==> config.mk <==
export PLATFORM = sky130hd
export DESIGN_NAME = ipv4hc_capture
export DESIGN_NICKNAME = d
export VERILOG_FILES = /design/src/ipv4hc_pkg.sv /design/src/ipv4hc_capture.sv
export SDC_FILE = /design/constraint.sdc
export NUM_CORES = 1
export LEC_CHECK = 0
export BUFFER_PORTS_ARGS = -buffer_cell sky130_fd_sc_hd__buf_2
export CAP_MARGIN = 20
export CORE_MARGIN = 1
export CORE_UTILIZATION = 40
export DETAILED_ROUTE_END_ITERATION = 12
export PLACE_DENSITY = 0.68
export SLEW_MARGIN = 20
export SYNTH_ARGS = -nofsm -noshare
export SYNTH_HDL_FRONTEND = slang
export SYNTH_SLANG_ARGS = --single-unit
==> constraint.sdc <==
create_clock -name i_clk -period 7 [get_ports i_clk]
set_clock_uncertainty 0.05 [all_clocks]
set_input_delay 0.35 -clock i_clk [delete_from_list [all_inputs] [get_ports i_clk]]
set_output_delay 0.35 -clock i_clk [all_outputs]
set_load 0.03 [all_outputs]
==> src/ipv4hc_pkg.sv <==
// ----------------------------------------------------------------------------
// IPv4 header checker package
// Shared constants, status codes and record types.
// ----------------------------------------------------------------------------
`default_nettype none

package ipv4hc_pkg;

    localparam logic [15:0] HDR_LEN   = 16'd20;
    localparam logic [7:0]  VER_IHL   = 8'h45;
    localparam logic [15:0] OFF_MASK  = 16'h1FFF;
    localparam logic [15:0] MF_BIT    = 16'h2000;
    localparam logic [15:0] WORD_MASK = 16'hFFFF;
    localparam logic [4:0]  PAYLOAD_OFFSET = 5'd20;

    typedef logic [2:0] t_status;

    localparam t_status STATUS_OK        = 3'd0;
    localparam t_status STATUS_SHORT     = 3'd1;
    localparam t_status STATUS_VERSION   = 3'd2;
    localparam t_status STATUS_TOTAL_LEN = 3'd3;
    localparam t_status STATUS_FRAGMENT  = 3'd4;
    localparam t_status STATUS_CHECKSUM  = 3'd5;

    typedef struct packed {
        logic [15:0] byte_count;
        logic [7:0]  first_byte;
        logic [15:0] total_length;
        logic [15:0] flag_word;
        logic [7:0]  protocol;
        logic [31:0] source;
        logic [16:0] sum;
        logic [7:0]  high_byte;
    } t_frame;

    typedef struct packed {
        t_status     status;
        logic [31:0] source_address;
        logic [7:0]  protocol;
        logic [15:0] payload_length;
        logic [4:0]  payload_offset;
        logic        fragment;
    } t_verdict;

endpackage

`default_nettype wire

==> src/ipv4hc_capture.sv <==
// ----------------------------------------------------------------------------
// IPv4 header checker frame capture
// Holds the per-frame header fields and running checksum, and presents the
// frame state as it stands after the byte at the input.
// ----------------------------------------------------------------------------
`default_nettype none

module ipv4hc_capture
    import ipv4hc_pkg::*;
(
    input  wire logic       i_clk,
    input  wire logic       i_rst_n,
    input  wire logic       i_take,
    input  wire logic [7:0] i_data_byte,
    input  wire logic       i_last_byte,
    output t_frame          o_next
);

    t_frame r_frame;
    t_frame n_frame;

    logic        w_in_hdr;
    logic [4:0]  w_idx;
    logic [17:0] w_sum_wide;
    logic [16:0] w_sum_fold;

    assign w_in_hdr   = r_frame.byte_count < HDR_LEN;
    assign w_idx      = r_frame.byte_count[4:0];
    assign w_sum_wide = {1'b0, r_frame.sum} + {2'b00, r_frame.high_byte, i_data_byte};
    assign w_sum_fold = {1'b0, w_sum_wide[15:0]} + {15'd0, w_sum_wide[17:16]};

    always_comb begin
        n_frame = r_frame;
        if (r_frame.byte_count != WORD_MASK) begin
            n_frame.byte_count = r_frame.byte_count + 16'd1;
        end
        if (w_in_hdr) begin
            if (w_idx == 5'd0) begin
                n_frame.first_byte = i_data_byte;
            end
            if (w_idx == 5'd2 || w_idx == 5'd3) begin
                n_frame.total_length = {r_frame.total_length[7:0], i_data_byte};
            end
            if (w_idx == 5'd6 || w_idx == 5'd7) begin
                n_frame.flag_word = {r_frame.flag_word[7:0], i_data_byte};
            end
            if (w_idx == 5'd9) begin
                n_frame.protocol = i_data_byte;
            end
            if (w_idx >= 5'd12 && w_idx <= 5'd15) begin
                n_frame.source = {r_frame.source[23:0], i_data_byte};
            end
            if (w_idx[0] == 1'b0) begin
                n_frame.high_byte = i_data_byte;
            end else begin
                n_frame.sum = w_sum_fold;
            end
        end
    end

    always_ff @(posedge i_clk) begin
        if (!i_rst_n) begin
            r_frame <= '0;
        end else if (i_take) begin
            if (i_last_byte) begin
                r_frame <= '0;
            end else begin
                r_frame <= n_frame;
            end
        end
    end

    assign o_next = n_frame;

endmodule

`default_nettype wire

# Word-level counts from Yosys, hierarchy flattened
# Index checks and enable logic that the tools add are counted.
[op_classes]
addsub = 3
n_lt_le_gt_ge = 3
n_eq_ne = 6
mux = 10
n_reduce_logical = 4
[ops]
columns = ["operator", "count"]
rows = [
  ["2-to-1 mux 121 bit", 1],
  ["2-to-1 mux 105 bit", 1],
  ["2-to-1 mux 16 bit", 3],
  ["2-to-1 mux 32 bit", 1],
  ["2-to-1 mux 8 bit", 3],
  ["adder 17 x 16 -> 18 bit", 1],
  ["adder 16 x 2 -> 17 bit", 1],
  ["2-to-1 mux 17 bit", 1],
  ["adder 16 x 1 -> 16 bit, second input constant", 1],
  ["< comparator 16 x 5 -> 1 bit, second input constant", 1],
  ["!= test 16 bit, second input constant", 1],
  ["equality test 5 x 2 -> 1 bit, second input constant", 2],
  ["equality test 5 x 3 -> 1 bit, second input constant", 2],
  ["equality test 5 x 4 -> 1 bit, second input constant", 1],
  ["greater-or-equal comparator 5 x 4 -> 1 bit, second input constant", 1],
  ["less-or-equal comparator 5 x 4 -> 1 bit, second input constant", 1],
  ["logical NOT 5 bit", 1],
  ["logical OR 1 bit", 2],
  ["logical AND 1 bit", 1],
]
[word_totals]
ff_bits = 121
in_bits = 12
out_inout_bits = 121
elab_cells = 34

# Longest topological paths before layout
[logic_depth]
word_depth = 5
mapped_depth = 21
depth_no_buf = 21

# Worst setup path before layout
# OpenSTA, ideal clock, no wires.
[synth_timing]
path_type = "input port to output port"
from = "input i_data_byte[6]"
to = "output o_next[23] (netlist bit)"
arrival_time_ns = 4.188
required_time_ns = 6.600
slack_ns = 2.412
stages = 16
path_buffers = 1
path_cell_list = "ha_1 buf_6 a211oi_4 o221ai_2 a31o_1 a211o_1 a31oi_4 and2b_2 o21a_1 ha_1 a21oi_1 nor4_2 and4_1 nand3_1 xor2_1 o21ai_0"
[synth_rtl]
columns = ["item", "line", "rtl"]
rows = [
  ["start: declaration", "ipv4hc_capture.sv:14", "input wire logic [7:0] i_data_byte,"],
  ["end: declaration", "ipv4hc_capture.sv:16", "output t_frame o_next"],
]

==> summary.md <==
| Metric | Value |
|---|---|
| Max clock buf depth | `2` |
| Avg Inst Size Synth | `9.03 µm²` |
| CP max FO | `6` |
| Layout cells sized above 1 | `30.4%` |
| Clk network pwr share | `49.0%` |
| Fill cell total of the finished layout | `1,768` |
| Hold Crit Depth | `3` |
| Chip width | `139 µm` |
| Largest net degree at the start of global routing | `123` |
| Overflow after GRT | `0` |
| Reg with most FFs | `r_frame` |
| Cts bufs inserted | `17` |
| Final ANT Viol Nets | `0` |
| Setup-failing EPs final | `0` |
| Met3 global-route usage | `5.23%` |
| Busiest grt layer | `met2` |
| Netlist cell types | `73` |
| Max Cap Viol | `0` |
| Slew Viols, Final | `0` |
| Port bufs | `132` |
| Commonest non-fill, non-tap cell in the layout | `buf_2` |
| Post-DP HPWL | `14,100 µm` |
| Critical path depth in cells | `22` |
| DR WL/cell | `17.7 µm` |
| Worst EP arrival | `4740 ps` |
| Global-route wire length before repair | `32,900 µm` |
| Slew margin rel. | `28.0%` |
| Leak | `3.71 nW` |
| Core Area | `18,300 µm²` |
| Hold Fails Final Rpt | `0` |
| Crit path required time | `6600 ps` |
| Seq pwr share | `40.4%` |
| Row cnt | `49` |
| Iter 0 DRT Violations | `452` |
| RSZ-0062 raised after global routing | `false` |
| Clock Sinks | `121` |
| NetSw | `0.469 mW` |
| Routed vias | `6,547` |
| # H-tree levels | `4` |
| Cells on worst reg2reg path | `17` |
| Worst-case vdd ir drop | `0.000165 V` |
| Syn nets | `874` |
| Fraction of registers with async set/reset | `0%` |
| Pint | `1.26 mW` |
| Synth warnings | `0` |
| Cells after synthesis | `837` |
| Critical-path top delay cell | `fa_1` |
| WHS | `353 ps` |
| Met2 Use GR | `33.7%` |
| Max Freq | `0.194 GHz` |
| IO Pins | `133` |
| Cell breakdown of the critical path | `ha_1, inv_1, fa_1, and2b_1, o2111ai_2, a211oi_1, nor2_1, o21bai_1, a21oi_1, o21bai_1, a21oi_1, xnor2_1, ha_1, fa_1, inv_1, nor3_2, nand4_2, nor4_2, xor2_1, nand2_1, nand2_1, buf_2` |
| Die area | `19,500 µm²` |
| Gr usage total | `21.4%` |
| # diodes | `0` |
| Predominant post-synthesis flop cell | `dfxtp_1` |
| Critical Path Max Stage Delay | `410 ps` |
| CTS tree | `built` |
| Initial antenna violation count | `0` |
| PD cells | `194 nW/µm²` |
| Post-Route WL | `20,800 µm` |
| DRC Markers | `0` |
| HP Class | `primary input to flip-flop` |
| # Post-CTS Setup Buffers | `0` |
| Clock Pin Slew Worst Setup and Hold Paths | `60 ps` |
| Layout area overhead | `17.7%` |
| Via density | `5.56` |
| Crit path buffers/inverters | `3` |
| Seq/Total Area, Yosys | `32.0%` |
| Worst-Skew Late Latency | `420 ps` |
| GR Layer Usage met1 | `28.3%` |
| CP endpoint kind | `output port` |
| Most frequent cells in the layout | `buf_2 (132), dfxtp_1 (121), nor2b_1 (109), a22oi_1 (104), mux2_2 (84)` |
| CP Launch Type | `flip-flop` |
| Min cycle time layout | `5140 ps` |
| RePlAce Congestion | `0.903` |
| Status | `finished, final reports clean` |
| Netlist Area Pre-Place | `7560 µm²` |
| CP delay by family, top | `simple AND/OR/NAND/NOR gates` |
| Max reg flops | `121` |
| Switching Share | `27.1%` |
| CP Class | `flip-flop to output port` |
| Crit share post-route | `73.5%` |
| Register bit total from synthesis | `121` |
| R2R setup slack | `2650 ps` |
| Initial core utilization | `41.4%` |
| Finished Core Util | `48.7%` |
| Pre-Repair DR Iteration Count | `5` |
| Top flop regs | `r_frame x121` |
| Post-CTS Hold Fix Bufs | `0` |
| Worst-margin pin slew | `1080 ps` |
| Nets | `972` |
| Comb pwr share | `10.6%` |
| Die Y | `139 µm` |
| Number of synthesized flops with an enable pin | `0` |
| Number of global-route vias before repair | `6,133` |
| # resized after CTS | `0` |
| Setup TNS | `0 ps` |
| Clock Root Buffer | `clkbuf_16` |
[routing by layer]
metal | wire length, µm | share of wire (%)
met1 | 9690 | 47
met5 | 0 | 0
met2 | 9420 | 45
met3 | 1220 | 5.9
met4 | 466 | 2.2
[metrics by stage]
step	worst slack (ps)	instances	instance area (µm²)	total power [mW]
6_report	1860	1177	8900	1.73
5_1_grt	1460	1177	8900	1.79
4_1_cts	1850	1176	8890	1.74
3_3_place_gp	2100	1143	8310	0.894
2_1_floorplan	2410	837	7560	0.840
3_5_place_dp	2040	1144	8320	0.894
[cells in the mapped netlist (2+ instances only)]
master | instances | area [µm²]
a21o_1 | 7 | 52.6
nand4_2 | 3 | 37.5
mux2_2 | 84 | 946
o211a_1 | 4 | 40.0
o21bai_1 | 2 | 15.0
nor3b_1 | 2 | 15.0
o2111ai_1 | 2 | 17.5
nand2b_1 | 2 | 12.5
nand4_1 | 2 | 12.5
or4_1 | 2 | 15.0
nand2_1 | 50 | 188
nor4b_4 | 2 | 47.6
mux2_1 | 6 | 67.6
nor2_1 | 32 | 120
xnor2_1 | 17 | 149
o21ai_1 | 4 | 20.0
nor4_1 | 2 | 12.5
nor3_2 | 3 | 30.0
nor4_2 | 4 | 50.1
xor2_1 | 13 | 114
a22oi_1 | 104 | 781
o211ai_1 | 5 | 37.5
a22o_1 | 5 | 43.8
fa_1 | 2 | 40.0
mux2i_1 | 4 | 40.0
buf_6 | 2 | 22.5
a211oi_1 | 4 | 30.0
a21oi_1 | 23 | 115
a31oi_1 | 2 | 12.5
a211o_1 | 2 | 17.5
buf_2 | 10 | 50.1
nor3_1 | 11 | 55.1
o31ai_1 | 2 | 15.0
o21ai_0 | 26 | 130
or2_2 | 3 | 18.8
and3_1 | 9 | 56.3
and2_1 | 8 | 50.1
nor2b_1 | 109 | 682
inv_1 | 14 | 52.6
dfxtp_1 | 121 | 2420
clkbuf_1 | 47 | 176
ha_1 | 23 | 288
nand3_1 | 28 | 140
[path summary, 6_finish.rpt]
kind	from	to
hold reg to reg	r_frame[22]	r_frame[22]
setup reg to reg	r_frame[14]	r_frame[13]
hold / removal	i_take	r_frame[117]
setup / recovery	r_frame[8]	o_next[22]
[final cells by class]
type,instances,area (µm²),area share [%]
Multi-Input combinational cell,640,4840,54.3
Sequential cell,121,2420,27.2
Timing Repair Buffer,140,724,8.14
Clock buffer,19,453,5.09
Tap cell,229,287,3.22
Clock inverter,13,121,1.36
Inverter,15,57.6,0.647
[worst min-delay path, stage by stage]
cell,delay [ps]
buf_2,190
o21ai_0,100
and3b_1,150
[power groups by stage]
stage               logic [mW]  registers, mW  clock network, mW
floorplan                0.128          0.712                  0
global placement         0.181          0.713                  0
detailed placement       0.181          0.713                  0
CTS                      0.182          0.698              0.861
global route             0.196          0.699              0.891
finish                   0.183          0.698              0.847
[cell families (layout without fill, tap and decap cells)]
group / count (synthesis) / after routing / synth area share [%]
AOI/OAI and AO/OA: 209 / 209 / 20.3
buffers and inverters: 76 / 187 / 4.19
DFF: 121 / 121 / 32.0
and+or+nand+nor: 281 / 281 / 21.5
xor gates and xnor gates: 30 / 30 / 3.47
muxes: 95 / 95 / 14.1
adders and majority gates: 25 / 25 / 4.33
(Power assumes the default switching activity.)
